`config.mk`:
```
export PLATFORM = sky130hd
export DESIGN_NAME = crc16_frame_check
export DESIGN_NICKNAME = d
export VERILOG_FILES = /design/src/rtl/crc16fc_pkg.sv /design/src/rtl/crc16fc_in_stage.sv /design/src/rtl/crc16fc_core.sv /design/src/rtl/crc16fc_out_stage.sv /design/src/rtl/crc16_frame_check.sv
export SDC_FILE = /design/constraint.sdc
export NUM_CORES = 1
export LEC_CHECK = 0
export ABC_AREA = 1
export BUFFER_PORTS_ARGS = -buffer_cell sky130_fd_sc_hd__buf_2
export CAP_MARGIN = 30
export CORE_MARGIN = 2
export CORE_UTILIZATION = 40
export DETAILED_ROUTE_END_ITERATION = 16
export SLEW_MARGIN = 20
export SYNTH_ARGS = -nofsm -noshare
export SYNTH_HDL_FRONTEND = slang
export SYNTH_SLANG_ARGS = --single-unit
export TNS_END_PERCENT = 10
```
`constraint.sdc`:
```
create_clock -name i_clk -period 3.8 [get_ports i_clk]
set_input_delay 0.19 -clock i_clk [delete_from_list [all_inputs] [get_ports i_clk]]
set_output_delay 0.19 -clock i_clk [all_outputs]
set_load 0.01 [all_outputs]
```
`src/rtl/crc16fc_pkg.sv`:
```
// Package for the CRC-16 frame checker: item and result types, constants and
// the byte-wide reflected CRC step. No dependencies.
`default_nettype none

package crc16fc_pkg;

    localparam logic [15:0] CRC_INIT      = 16'hFFFF;
    localparam logic [15:0] POLY_RESET    = 16'h8408;
    localparam logic [1:0]  HELD_FULL     = 2'd2;

    typedef struct packed {
        logic [7:0] data_byte;
        logic       last;
    } t_in_item;

    typedef struct packed {
        logic [15:0] crc_value;
        logic        check_ok;
        logic        too_short;
    } t_result;

    // Eight unrolled steps of the reflected CRC, least significant bit first.
    function automatic logic [15:0] crc_byte(input logic [15:0] crc_in,
                                             input logic [7:0]  data,
                                             input logic [15:0] poly);
        logic [15:0] crc;
        crc = crc_in;
        for (int b = 0; b < 8; b++) begin
            if (crc[0] ^ data[b]) begin
                crc = {1'b0, crc[15:1]} ^ poly;
            end else begin
                crc = {1'b0, crc[15:1]};
            end
        end
        return crc;
    endfunction

    // Inverts the CRC and swaps its two bytes.
    function automatic logic [15:0] crc_finish(input logic [15:0] crc);
        logic [15:0] inv;
        inv = ~crc;
        return {inv[7:0], inv[15:8]};
    endfunction

endpackage

`default_nettype wire

```
`src/rtl/crc16fc_in_stage.sv`:
```
// Input register of the CRC-16 frame checker. Holds one byte transfer until
// the core takes it. Depends on crc16fc_pkg.
`default_nettype none

module crc16fc_in_stage (
    input  wire                    i_clk,
    input  wire                    i_rst_n,
    input  wire                    i_in_valid,
    output logic                   o_in_stall,
    input  wire  [7:0]             i_data_byte,
    input  wire                    i_last,
    input  wire                    i_take,
    output logic                   o_valid,
    output crc16fc_pkg::t_in_item  o_item
);

    logic                  r_valid;
    crc16fc_pkg::t_in_item r_item;
    logic                  accept;

    assign o_in_stall = r_valid && !i_take;
    assign accept     = i_in_valid && !o_in_stall;

    always_ff @(posedge i_clk) begin
        if (!i_rst_n) begin
            r_valid <= 1'b0;
        end else if (accept) begin
            r_valid <= 1'b1;
        end else if (i_take) begin
            r_valid <= 1'b0;
        end
    end

    always_ff @(posedge i_clk) begin
        if (accept) begin
            r_item.data_byte <= i_data_byte;
            r_item.last      <= i_last;
        end
    end

    assign o_valid = r_valid;
    assign o_item  = r_item;

endmodule

`default_nettype wire

```
`src/rtl/crc16fc_core.sv`:
```
// Frame state of the CRC-16 frame checker: running and lagging CRCs, the two
// held bytes and the frame result. Depends on crc16fc_pkg.
`default_nettype none

module crc16fc_core (
    input  wire                    i_clk,
    input  wire                    i_rst_n,
    input  wire  [15:0]            i_polynomial,
    input  wire                    i_valid,
    input  crc16fc_pkg::t_in_item  i_item,
    input  wire                    i_out_ready,
    output logic                   o_take,
    output logic                   o_res_valid,
    output crc16fc_pkg::t_result   o_result
);

    logic [15:0] r_running;
    logic [15:0] r_lagging;
    logic [1:0]  r_count;
    logic [7:0]  r_held0;
    logic [7:0]  r_held1;

    logic [15:0] n_running;
    logic [15:0] n_lagging;
    logic [1:0]  n_count;
    logic [15:0] expect_crc;
    logic        short_frame;

    assign o_take      = i_valid && (!i_item.last || i_out_ready);
    assign o_res_valid = o_take && i_item.last;

    assign n_running = crc16fc_pkg::crc_byte(r_running, i_item.data_byte, i_polynomial);
    assign n_lagging = (r_count == crc16fc_pkg::HELD_FULL)
                     ? crc16fc_pkg::crc_byte(r_lagging, r_held0, i_polynomial)
                     : r_lagging;
    assign n_count   = (r_count == crc16fc_pkg::HELD_FULL) ? r_count : r_count + 2'd1;

    assign short_frame = (n_count != crc16fc_pkg::HELD_FULL);
    assign expect_crc  = crc16fc_pkg::crc_finish(n_lagging);

    assign o_result.crc_value = crc16fc_pkg::crc_finish(n_running);
    assign o_result.too_short = short_frame;
    assign o_result.check_ok  = !short_frame
                              && (r_held1 == expect_crc[7:0])
                              && (i_item.data_byte == expect_crc[15:8]);

    always_ff @(posedge i_clk) begin
        if (!i_rst_n) begin
            r_running <= crc16fc_pkg::CRC_INIT;
            r_lagging <= crc16fc_pkg::CRC_INIT;
            r_count   <= 2'd0;
        end else if (o_take) begin
            if (i_item.last) begin
                r_running <= crc16fc_pkg::CRC_INIT;
                r_lagging <= crc16fc_pkg::CRC_INIT;
                r_count   <= 2'd0;
            end else begin
                r_running <= n_running;
                r_lagging <= n_lagging;
                r_count   <= n_count;
            end
        end
    end

    always_ff @(posedge i_clk) begin
        if (o_take) begin
            r_held0 <= r_held1;
            r_held1 <= i_item.data_byte;
        end
    end

endmodule

`default_nettype wire

```
`src/rtl/crc16fc_out_stage.sv`:
```
// Output register of the CRC-16 frame checker. Holds one frame result until
// the receiver takes it. Depends on crc16fc_pkg.
`default_nettype none

module crc16fc_out_stage (
    input  wire                   i_clk,
    input  wire                   i_rst_n,
    input  wire                   i_load,
    input  crc16fc_pkg::t_result  i_result,
    output logic                  o_ready,
    output logic                  o_out_valid,
    input  wire                   i_out_stall,
    output crc16fc_pkg::t_result  o_result
);

    logic                 r_valid;
    crc16fc_pkg::t_result r_result;

    assign o_ready = !r_valid || !i_out_stall;

    always_ff @(posedge i_clk) begin
        if (!i_rst_n) begin
            r_valid <= 1'b0;
        end else if (i_load) begin
            r_valid <= 1'b1;
        end else if (!i_out_stall) begin
            r_valid <= 1'b0;
        end
    end

    always_ff @(posedge i_clk) begin
        if (i_load) begin
            r_result <= i_result;
        end
    end

    assign o_out_valid = r_valid;
    assign o_result    = r_result;

endmodule

`default_nettype wire

```
`src/rtl/crc16_frame_check.sv`:
```
// Top level of the CRC-16 frame checker: polynomial register, input stage,
// frame core and output stage. Depends on crc16fc_pkg and the crc16fc modules.
//
// Bytes of a frame arrive one per transfer on the input channel, with i_last
// marking the final byte. For each frame one result leaves on the output
// channel: the inverted, byte-swapped CRC of all bytes, a flag that the final
// two bytes match the CRC of the bytes before them (low byte first), and a
// flag for frames shorter than two bytes. Bytes other than the last give no
// result.
// A byte transfer lands in the input register; the core runs both eight-bit
// CRC updates on the registered byte and, on a last byte, writes the output
// register. One byte is taken every cycle except while a last byte waits;
// the combinational eight-bit CRC update sets that rate. Non-last bytes keep
// flowing while a result is stalled; a last byte waits in the input register
// until the output register is free. Reset clears both CRCs to 0xFFFF,
// empties the frame and both registers and sets the polynomial to 0x8408.
// The user must write the polynomial through i_cfg_wr_en and i_cfg_wr_data
// only while no frame is in flight; the block itself does not enforce this.
`default_nettype none

module crc16_frame_check (
    input  wire         i_clk,
    input  wire         i_rst_n,
    input  wire         i_cfg_wr_en,
    input  wire  [15:0] i_cfg_wr_data,
    input  wire         i_in_valid,
    output logic        o_in_stall,
    input  wire  [7:0]  i_data_byte,
    input  wire         i_last,
    output logic        o_out_valid,
    input  wire         i_out_stall,
    output logic [15:0] o_crc_value,
    output logic        o_check_ok,
    output logic        o_too_short
);

    logic [15:0]           r_polynomial;
    logic                  in_valid_q;
    crc16fc_pkg::t_in_item in_item_q;
    logic                  take;
    logic                  res_valid;
    logic                  out_ready;
    crc16fc_pkg::t_result  core_result;
    crc16fc_pkg::t_result  out_result;

    always_ff @(posedge i_clk) begin
        if (!i_rst_n) begin
            r_polynomial <= crc16fc_pkg::POLY_RESET;
        end else if (i_cfg_wr_en) begin
            r_polynomial <= i_cfg_wr_data;
        end
    end

    crc16fc_in_stage u_in_stage (
        .i_clk       (i_clk),
        .i_rst_n     (i_rst_n),
        .i_in_valid  (i_in_valid),
        .o_in_stall  (o_in_stall),
        .i_data_byte (i_data_byte),
        .i_last      (i_last),
        .i_take      (take),
        .o_valid     (in_valid_q),
        .o_item      (in_item_q)
    );

    crc16fc_core u_core (
        .i_clk        (i_clk),
        .i_rst_n      (i_rst_n),
        .i_polynomial (r_polynomial),
        .i_valid      (in_valid_q),
        .i_item       (in_item_q),
        .i_out_ready  (out_ready),
        .o_take       (take),
        .o_res_valid  (res_valid),
        .o_result     (core_result)
    );

    crc16fc_out_stage u_out_stage (
        .i_clk       (i_clk),
        .i_rst_n     (i_rst_n),
        .i_load      (res_valid),
        .i_result    (core_result),
        .o_ready     (out_ready),
        .o_out_valid (o_out_valid),
        .i_out_stall (i_out_stall),
        .o_result    (out_result)
    );

    assign o_crc_value = out_result.crc_value;
    assign o_check_ok  = out_result.check_ok;
    assign o_too_short = out_result.too_short;

endmodule

`default_nettype wire

```
## Word-level counts from Yosys, hierarchy flattened

Index checks and enable logic that the tools add are counted.

| operators by class | value |
|---|---|
| bitwise logic cells | 34 |
| reductions and logical operators | 15 |
| equal/unequal tests | 5 |
| muxes and demuxes | 25 |
| $add $sub $neg | 1 |

Operator list:

| cell | count |
|---|---|
| 16-bit two-way mux | 19 |
| 15-bit by 16-bit bitwise XOR with 16-bit output | 16 |
| 16-bit NOT | 2 |
| 8-bit equality test | 2 |
| 1-bit bitwise XOR | 16 |
| 1-bit logical AND | 6 |
| 1-bit zero test | 6 |
| 1-bit two-way mux | 4 |
| 2-bit two-way mux | 2 |
| 2-bit by 1-bit adder with 2-bit output, second input constant | 1 |
| 2-bit equality test, second input constant | 1 |
| 1-bit logical OR | 2 |
| 2-bit by 1-bit != test with 1-bit output, second input constant | 1 |
| 2-bit != test, second input constant | 1 |
| 2-bit nonzero test | 1 |

| storage, ports and cells | value |
|---|---|
| flip-flop bits (word level) | 95 |
| word-level logic and storage cells | 93 |

## Depth between registers and ports, before layout

Gate-level depths: netlist (run 1).

| logic depth | value |
|---|---|
| word-level depth | 21 |
| mapped depth | 36 |

## Cells and area by module

Synthesis (run 1) repeated with hierarchy kept, for this count alone.

| unflattened totals | value |
|---|---|
| cell total of the unflattened synthesis | 1,345 |
| area, all modules | 8,579.5 sq um |

Modules (own cells, without submodules):

| module | sequential area each (sq um) | cells an instance | area an instance (sq um) | times used |
|---|---|---|---|---|
| crc16fc_core | 1,161.1 | 1,209 | 7,010.5 | 1 |
| crc16_frame_check | 320.3 | 96 | 665.6 | 1 |
| crc16fc_out_stage | 560.5 | 23 | 583.1 | 1 |
| crc16fc_in_stage | 290.3 | 17 | 320.3 | 1 |

## Worst setup path before layout (run 1)

OpenSTA, ideal clock, no wires.

| path | value |
|---|---|
| kind | flip-flop to flip-flop |
| start | reg u_in_stage.r_item, in the netlist u_in_stage.o_item[1] |
| end | reg u_out_stage.r_result, in the netlist u_out_stage.o_result[2] (data pin) |
| required time | 3,549 ps |
| library setup time | 251 ps |
| path slack | 298 ps |
| path buffers | 2 |
| arrival | 3,251 ps |
| cell stages (with the launch flop) | 23 |
| clock period less this slack | 3,502 ps |
| cells stage by stage | edfxtp_1 inv_1 nand2_1 nand2_2 nand2_2 xor2_2 xor2_2 xor2_2 nand2_1 xor2_1 xor2_4 xor2_4 nand2_2 nand3_2 nand3_2 nand2_1 inv_2 nor2_2 buf_4 buf_6 nand3_1 nand2_1 inv_1 |

RTL lines:

| what | line | source |
|---|---|---|
| start: declaration | crc16fc_in_stage.sv:18 | `crc16fc_pkg::t_in_item r_item;` |
| end signal: assignment | crc16fc_out_stage.sv:33 | `r_result <= i_result;` |
| end: declaration | crc16fc_out_stage.sv:17 | `crc16fc_pkg::t_result r_result;` |

==> results of run 1 <==
[cell type report]
cell class / count / area, um^2 / area share, %
clock buffer: 9 / 225.2 / 2.187
sequential: 95 / 2333 / 22.66
clock inverter: 7 / 75.07 / 0.7289
tap: 275 / 344.1 / 3.341
multi-input combinational: 1039 / 5605 / 54.42
inverter: 152 / 570.5 / 5.539
timing repair buffer: 145 / 1146 / 11.13
[cells in the mapped netlist]
master	number	area (um^2)
a21oi_1	45	225.2
buf_1	12	45.04
buf_2	10	50.05
buf_4	4	30.03
buf_6	1	11.26
clkbuf_1	37	138.9
clkinv_1	1	3.750
dfxtp_1	52	1041
edfxtp_1	43	1291
ha_1	2	25.02
inv_1	147	551.8
inv_2	4	15.01
nand2_1	454	1704
nand2_2	9	56.30
nand2b_1	4	25.02
nand3_1	170	850.8
nand3_2	2	20.02
nand3_4	1	17.52
nand3b_1	9	67.56
nand4_1	2	12.51
nor2_1	109	409.1
nor2_2	3	18.77
nor2_4	2	22.52
o211ai_1	6	45.04
o21ai_0	36	180.2
o21ai_1	5	25.02
o21bai_1	1	7.510
o22ai_1	1	6.260
or2_2	8	50.05
xnor2_1	53	464.2
xor2_1	112	980.9
xor2_2	3	48.80
xor2_4	2	55.05
[final timing paths]
path                                           start  slack (ns)                 endpoint
worst max-delay path            u_in_stage.o_item[1]        0.08  u_out_stage.o_result[4]
worst min-delay path               i_cfg_wr_data[10]        0.05         r_polynomial[10]
worst max register to register  u_in_stage.o_item[1]        0.08  u_out_stage.o_result[4]
worst min register to register     u_core.r_held1[7]        0.47        u_core.r_held0[7]
[state kept, by name, indices dropped and copies added (netlist names)]
signal,count
u_core.r_running,16
u_in_stage.o_valid,1
u_core.r_lagging,16
u_out_stage.o_out_valid,1
u_core.r_held1,8
u_core.r_count,2
u_core.r_held0,8
u_in_stage.o_item,9
u_out_stage.o_result,18
r_polynomial,16
[what timing repair did]
action / in CTS / in global routing
hold buffers: 9 / 0
endpoints found under the hold margin: 9 / 0
setup endpoints to repair: 22 / 47
resized for setup: 7 / 83
setup buffers: 5 / 12
cloned: 0 / 4
pin swaps: 2 / 36
[where the power goes]
part	total [mW]	internal, mW	switching [mW]
registers	1.31	1.23	0.0752
clock network	0.957	0.466	0.491
logic	4.06	1.61	2.45
[worst reg2reg max path, delay by kind of cell (launching register included)]
family | cells | cell delay (ns)
compound gates | 1 | 0.06
xor+xnor | 4 | 0.80
buf+inv | 5 | 0.50
flops | 1 | 0.49
simple gates | 14 | 1.62
[routing by layer]
layer	GRT usage (%)	wire, um	share of wire, %	vias to the layer above
met3	3.720	1777	6.4	61
met2	39.56	12660	46	299
met4	9.104	1000	3.6	0
li1	-	-	-	4372
met1	32.75	12220	44	4008
met5	0	0	0	-
[per-stage QoR]
step | hold WS (ns) | std cells | total power [mW] | TNS, ns
2_1_floorplan | 0.2889 | 1350 | 3.885 | 0
3_3_place_gp | 0.3664 | 1675 | 4.673 | 0
3_5_place_dp | 0.3690 | 1676 | 4.729 | -0.6459
4_1_cts | 0.04419 | 1706 | 5.771 | 0
5_1_grt | 0.05655 | 1722 | 6.828 | -5.260
6_report | 0.04936 | 1722 | 6.329 | 0
[logic make-up after synthesis]
kind of cell	count (synthesis)	synth area share (%)
flip-flops	95	27.45
XOR/XNOR	170	18.23
AO/OA/AOI/OAI	94	5.758
adder cells (fa/ha/maj)	2	0.2945
AND/OR/NAND/NOR	773	38.31
buffers and inverters	216	9.956
==> results_tabular.tex, run 1 <==
\begin{tabular}{lr}
\hline
Metric & Value \\
\hline
\multicolumn{2}{l}{\textbf{Detailed routing}} \\
\quad Routed wire per std cell & between 15 and 20 um \\
\quad Detailed-router iteration count before antenna repair & 5 \\
\quad Post-detailed-route via-to-cell ratio & 5.075 \\
\quad Initial detailed-routing violation count & 666 \\
\quad Antenna violation net count after detailed routing & 0 \\
\quad DRC violation count after routing & 0 \\
\quad Total vias in the final route & 8,740 \\
\quad Final wirelength & 27.66 mm \\
\multicolumn{2}{l}{\textbf{GRT}} \\
\quad Number of antenna violations at the first check in global routing & 0 \\
\quad Total congestion overflow & 0 \\
\quad Global-route wire length before repair & about 42 mm \\
\quad Number of global-route vias before repair & slightly below 8,000 \\
\quad Pin count of the biggest net entering global routing & 48 \\
\quad Total routing resource utilization after global routing & about a quarter \\
\multicolumn{2}{l}{\textbf{Floorplan}} \\
\quad Initial core utilization & 40.54\% \\
\quad Die span in x & about 150 um \\
\quad Number of cell rows & 53 \\
\quad Core box area & 0.02096 mm\^{}2 \\
\quad Die height & 149.7 um \\
\quad Die Area & 0.02242 mm\^{}2 \\
\quad IO Pins & 50 \\
\multicolumn{2}{l}{\textbf{Status}} \\
\quad Status & completed \\
\multicolumn{2}{l}{\textbf{Setup path}} \\
\quad Required arrival time at the worst endpoint & roughly 3.9 ns \\
\quad Cell count along the critical path & 24 \\
\quad Data arrival, critical path & $\sim$3.9 ns \\
\quad Number of cells on the worst reg-to-reg path & 24 \\
\quad CP top delay family & simple AND/OR/NAND/NOR gates \\
\quad Worst-path fanout max & 7 \\
\quad Sort of element at the start of the critical path & register \\
\quad Crit Path Category & reg2reg \\
\quad Ordered cell list for the critical path & inv\_2, nand2\_2, nand2\_4, nand2\_4, xor2\_4, xor2\_2, xor2\_2, nand2\_1, xnor2\_2, inv\_1, o21ai\_2, nand2\_2, nor2\_1, nand3b\_1, nand2\_1, nand3\_4, nand3\_2, nand2\_2, inv\_2, nor2\_4, clkbuf\_16, nand3\_2, nand2\_1, inv\_1 \\
\quad Worst path buffer plus inverter count & 5 \\
\quad Critical path's largest stage delay & 0.49 ns \\
\quad Max stage delay cell, worst path & edfxtp\_1 \\
\quad Kind of capture point of the worst setup path & register \\
\multicolumn{2}{l}{\textbf{Yosys}} \\
\quad Post-synthesis instance area & roughly 0.0085 mm\^{}2 \\
\quad Proportion of synthesized chip area in sequential cells & 27.45\% \\
\quad Total of flip-flops plus latches after synthesis & 95 \\
\quad Yosys warning total & 0 \\
\quad Number of different library cells in the post-synthesis netlist & 33 \\
\quad Post-Syn Area per Cell & approximately 6.3 um\^{}2 \\
\quad Net count of the mapped netlist & 1,382 \\
\quad Synth Instances & $\sim$1,400 \\
\multicolumn{2}{l}{\textbf{Final layout}} \\
\quad Final Instance Area & 0.01030 mm\^{}2 \\
\quad Fill cell total of the finished layout & between 2,000 and 2,500 \\
\quad Number of diodes added for antenna fixing & 0 \\
\quad Post-layout util & between 40\% and 50\% \\
\quad Top library cells by usage in the layout, fill and taps aside & nand2\_1 (423), nand3\_1 (160), inv\_1 (146) \\
\quad Share of layout cells above drive strength 1 & around 17\% \\
\quad Layout Area Growth over Synthesis & 21.24\% \\
\quad Most frequent standard cell in the layout excluding fill and tap cells & nand2\_1 \\
\quad Final nets & roughly 1,500 \\
\multicolumn{2}{l}{\textbf{Flow run}} \\
\quad Max\_cap viols & 0 \\
\multicolumn{2}{l}{\textbf{Clock tree}} \\
\quad Clock Pin Slew Worst Setup and Hold Paths & 0.08 ns \\
\quad Sink count of the clock tree & 95 \\
\quad Number of H-tree levels & 3 \\
\quad Number of buffers created by CTS & 9 \\
\quad Clock root buffer & clkbuf\_16 \\
\quad Maximum number of buffers from clock root to sink & 2 \\
\quad Clk\_lat worst skew & approximately 0.37 ns \\
\quad TritonCTS clock tree & built \\
\multicolumn{2}{l}{\textbf{Timing}} \\
\quad Worst Slack Setup Final & approximately 0.084 ns \\
\quad Setup repair after global routing missed its margin & true \\
\quad Peak Freq & 0.2691 GHz \\
\quad Worst Max-Slew Pin Slew & 0.8033 ns \\
\quad Slew Limit Fails & 0 \\
\quad Relative slew margins & about 46\% \\
\quad Post-layout minimum cycle time & 3.716 ns \\
\quad Final setup viols & 0 \\
\quad Ratio of final minimum period to clock period & a little over nine tenths \\
\quad Final setup skew & between 0.015 and 0.02 ns \\
\quad Hold Violations, Final & 0 \\
\multicolumn{2}{l}{\textbf{Power and ir drop}} \\
\quad Standby leakage power & 5.023 nW \\
\quad Peak supply drop & $\sim$0.28 mV \\
\quad Power density normalized to cell area & 614.5 mW/mm\^{}2 \\
\multicolumn{2}{l}{\textbf{Placed design}} \\
\quad Instance area at placement & between 0.009 and 0.01 mm\^{}2 \\
\quad DP HPWL & between 20 and 25 mm \\
\quad Count of input and output buffers & 49 \\
\quad Routability congestion estimate & about 0.9 \\
\quad Pre-CTS setup slack & -0.06001 ns \\
\multicolumn{2}{l}{\textbf{Worst hold path}} \\
\quad Worst hold stages & 3 \\
\quad Type of the most critical hold path & in2reg \\
\hline
\end{tabular}
(Power assumes the default switching activity.)
==> inputs of run 2 (changes only) <==
--- a/config.mk
+++ b/config.mk
@@ -11,6 +11,7 @@
 export CORE_MARGIN = 2
 export CORE_UTILIZATION = 40
 export DETAILED_ROUTE_END_ITERATION = 16
+export RECOVER_POWER = 25
 export SLEW_MARGIN = 20
 export SYNTH_ARGS = -nofsm -noshare
 export SYNTH_HDL_FRONTEND = slang
==> results_tabular.tex, run 2 (synthesis results as in run 1) <==
\begin{tabular}{lr}
\hline
Metric & Value \\
\hline
\multicolumn{2}{l}{\textbf{Status}} \\
\quad Status & completed \\
\multicolumn{2}{l}{\textbf{GRT}} \\
\quad Global-route wire length before repair & 41.92 mm (unchanged) \\
\quad Number of global-route vias before repair & 7,833 (unchanged) \\
\quad Total routing resource utilization after global routing & 24.36\% (unchanged) \\
\quad Total congestion overflow & 0 (unchanged) \\
\quad Number of antenna violations at the first check in global routing & 0 (unchanged) \\
\quad Pin count of the biggest net entering global routing & 48 (unchanged) \\
\multicolumn{2}{l}{\textbf{Final layout}} \\
\quad Most frequent standard cell in the layout excluding fill and tap cells & nand2\_1 \\
\quad Layout Area Growth over Synthesis & 21.02\% \\
\quad Final Instance Area & 0.01028 mm\^{}2 (-0.18\%) \\
\quad Top library cells by usage in the layout, fill and taps aside & nand2\_1 (423), nand3\_1 (160), inv\_1 (146) \\
\quad Share of layout cells above drive strength 1 & 16.66\% (-0.35 points) \\
\quad Number of standard cells in the layout, taps in and fillers out & 1,722 (unchanged) \\
\quad Post-layout util & 49.06\% (-0.089 points) \\
\quad Fill cell total of the finished layout & 2,174 (+0.28\%) \\
\quad Number of flip-flops under the largest register name & 18 (unchanged) \\
\quad Final nets & 1,474 (unchanged) \\
\quad Number of diodes added for antenna fixing & 0 (unchanged) \\
\quad Storage cell area & 0.002333 mm\^{}2 (unchanged) \\
\quad Area taken by multi-input logic gates & 0.005605 mm\^{}2 (unchanged) \\
\multicolumn{2}{l}{\textbf{Power and ir drop}} \\
\quad Standby leakage power & 5.005 nW (-0.36\%) \\
\quad Peak supply drop & 0.2830 mV (-0.66\%) \\
\quad Power density normalized to cell area & 615.4 mW/mm\^{}2 (+0.16\%) \\
\quad Sum of internal, switching and leakage power & 6.327 mW (about the same) \\
\multicolumn{2}{l}{\textbf{Clock tree}} \\
\quad Number of buffers created by CTS & 9 (unchanged) \\
\quad Number of H-tree levels & 3 (unchanged) \\
\quad Maximum number of buffers from clock root to sink & 2 (unchanged) \\
\quad Clock root buffer & clkbuf\_16 \\
\quad TritonCTS clock tree & built \\
\quad Clk\_lat worst skew & 0.37 ns (about the same) \\
\quad Sink count of the clock tree & 95 (unchanged) \\
\quad Clock Pin Slew Worst Setup and Hold Paths & 0.08 ns (about the same) \\
\multicolumn{2}{l}{\textbf{Setup path}} \\
\quad Required arrival time at the worst endpoint & 3.93 ns (about the same) \\
\quad Sort of element at the start of the critical path & register \\
\quad Data arrival, critical path & 3.87 ns (+0.02 ns) \\
\quad Kind of capture point of the worst setup path & register \\
\quad Crit Path Category & reg2reg \\
\quad Worst-path fanout max & 7 (unchanged) \\
\multicolumn{2}{l}{\textbf{Timing}} \\
\quad Slew Limit Fails & 0 (unchanged) \\
\quad Relative slew margins & 45.88\% (-0.44 points) \\
\quad Final hold slack & 0.04818 ns (-0.001176 ns) \\
\quad Post-layout minimum cycle time & 3.735 ns (+0.01901 ns) \\
\quad Peak Freq & 0.2678 GHz (-0.51\%) \\
\quad Ratio of final minimum period to clock period & 98.28\% (+0.50 points) \\
\quad Final total negative setup slack & 0 ns (unchanged) \\
\quad Setup repair after global routing missed its margin & true \\
\quad Worst Slack Setup Final & 0.06535 ns (-0.01901 ns) \\
\quad Hold Violations, Final & 0 (unchanged) \\
\quad Final setup skew & 0.01578 ns (+0.0004266 ns) \\
\quad Final setup viols & 0 (unchanged) \\
\quad Worst Max-Slew Pin Slew & 0.8098 ns (+0.006564 ns) \\
\multicolumn{2}{l}{\textbf{Floorplan}} \\
\quad Initial core utilization & 40.54\% (unchanged) \\
\quad Die height & 149.7 um (unchanged) \\
\quad Core box area & 0.02096 mm\^{}2 (unchanged) \\
\quad IO Pins & 50 (unchanged) \\
\quad Number of cell rows & 53 (unchanged) \\
\quad Die span in x & 149.7 um (unchanged) \\
\quad Die Area & 0.02242 mm\^{}2 (unchanged) \\
\multicolumn{2}{l}{\textbf{Detailed routing}} \\
\quad Initial detailed-routing violation count & 651 (-2.3\%) \\
\quad Final wirelength & 27.67 mm (about the same) \\
\quad Total vias in the final route & 8,758 (+0.21\%) \\
\quad Routed wire per std cell & 16.07 um (about the same) \\
\quad Post-detailed-route via-to-cell ratio & 5.086 (+0.21\%) \\
\quad Detailed-router iteration count before antenna repair & 5 (unchanged) \\
\quad DRC violation count after routing & 0 (unchanged) \\
\quad Antenna violation net count after detailed routing & 0 (unchanged) \\
\multicolumn{2}{l}{\textbf{Placed design}} \\
\quad Instance area at placement & 0.009363 mm\^{}2 (unchanged) \\
\quad Count of input and output buffers & 49 (unchanged) \\
\quad Routability congestion estimate & 0.8822 (unchanged) \\
\quad Pre-CTS setup slack & -0.06001 ns (unchanged) \\
\quad DP HPWL & 20.12 mm (unchanged) \\
\quad DP Cell Count & 1,676 (unchanged) \\
\multicolumn{2}{l}{\textbf{Flow run}} \\
\quad Max\_cap viols & 0 (unchanged) \\
\multicolumn{2}{l}{\textbf{Worst hold path}} \\
\quad Type of the most critical hold path & in2reg \\
\hline
\end{tabular}
run 2: changes by cell type in the layout (fill, tap and decap cells not counted), sizes merged:
cell	change
buf	-5
clkbuf	+5
run 2: final timing paths:
| kind | from | to | slack, ns | cells past startpoint |
|---|---|---|---|---|
| min | i_cfg_wr_data[10] | r_polynomial[10] | 0.05 | 3 |
| max reg2reg | u_in_stage.o_item[1] | u_out_stage.o_result[4] | 0.07 | 25 |
| max | u_in_stage.o_item[1] | u_out_stage.o_result[4] | 0.07 | 25 |
| min reg2reg | u_core.r_held1[7] | u_core.r_held0[7] | 0.48 | 0 |
run 2: critical path: stages (launching register included):
cell and delay (ns):
edfxtp_1 0.49, inv_2 0.12, nand2_2 0.06, nand2_4 0.09, nand2_4 0.06, xor2_4 0.15
xor2_2 0.19, xor2_2 0.28, nand2_1 0.14, xnor2_2 0.19, inv_1 0.07, o21ai_2 0.06
nand2_2 0.12, nor2_4 0.16, xor2_4 0.22, buf_6 0.15, nand2_2 0.04, nand2_1 0.07
nand2_2 0.08, nand2_2 0.07, inv_2 0.05, nor2_4 0.22, clkbuf_16 0.22, nand3_2 0.07
nand2_1 0.08, inv_1 0.04
run 2: cell type report:
| cell class | instances | share of cell area [%] |
|---|---|---|
| clock buffer | 9 | 2.191 |
| clock inverter | 7 | 0.7302 |
| inverter | 152 | 5.549 |
| multi-input combinational | 1039 | 54.52 |
| sequential | 95 | 22.70 |
| tap | 275 | 3.347 |
| timing repair buffer | 145 | 10.97 |
run 2: metal layers:
metal,vias to the layer above,track usage [%],part of all wire [%]
li1,4372,-,-
met1,4032,32.75,44
met5,-,0,0
met2,294,39.56,46
met3,60,3.720,6.3
met4,0,9.104,3.6
run 2: power by group:
group	total [mW]	leakage [nW]	internal, mW	switching (mW)
Sequential	1.31	0.831	1.23	0.0748
Combinational	4.06	4.03	1.61	2.45
Clock	0.959	0.148	0.466	0.492
run 2: what timing repair did:
item	in CTS	in global routing
gates cloned	0	4
hold endpoints to repair	9	0
gates resized for setup	7	83
pin swaps	2	36
buffers inserted	5	12
hold buffers	9	0
endpoints found under the setup margin	22	47
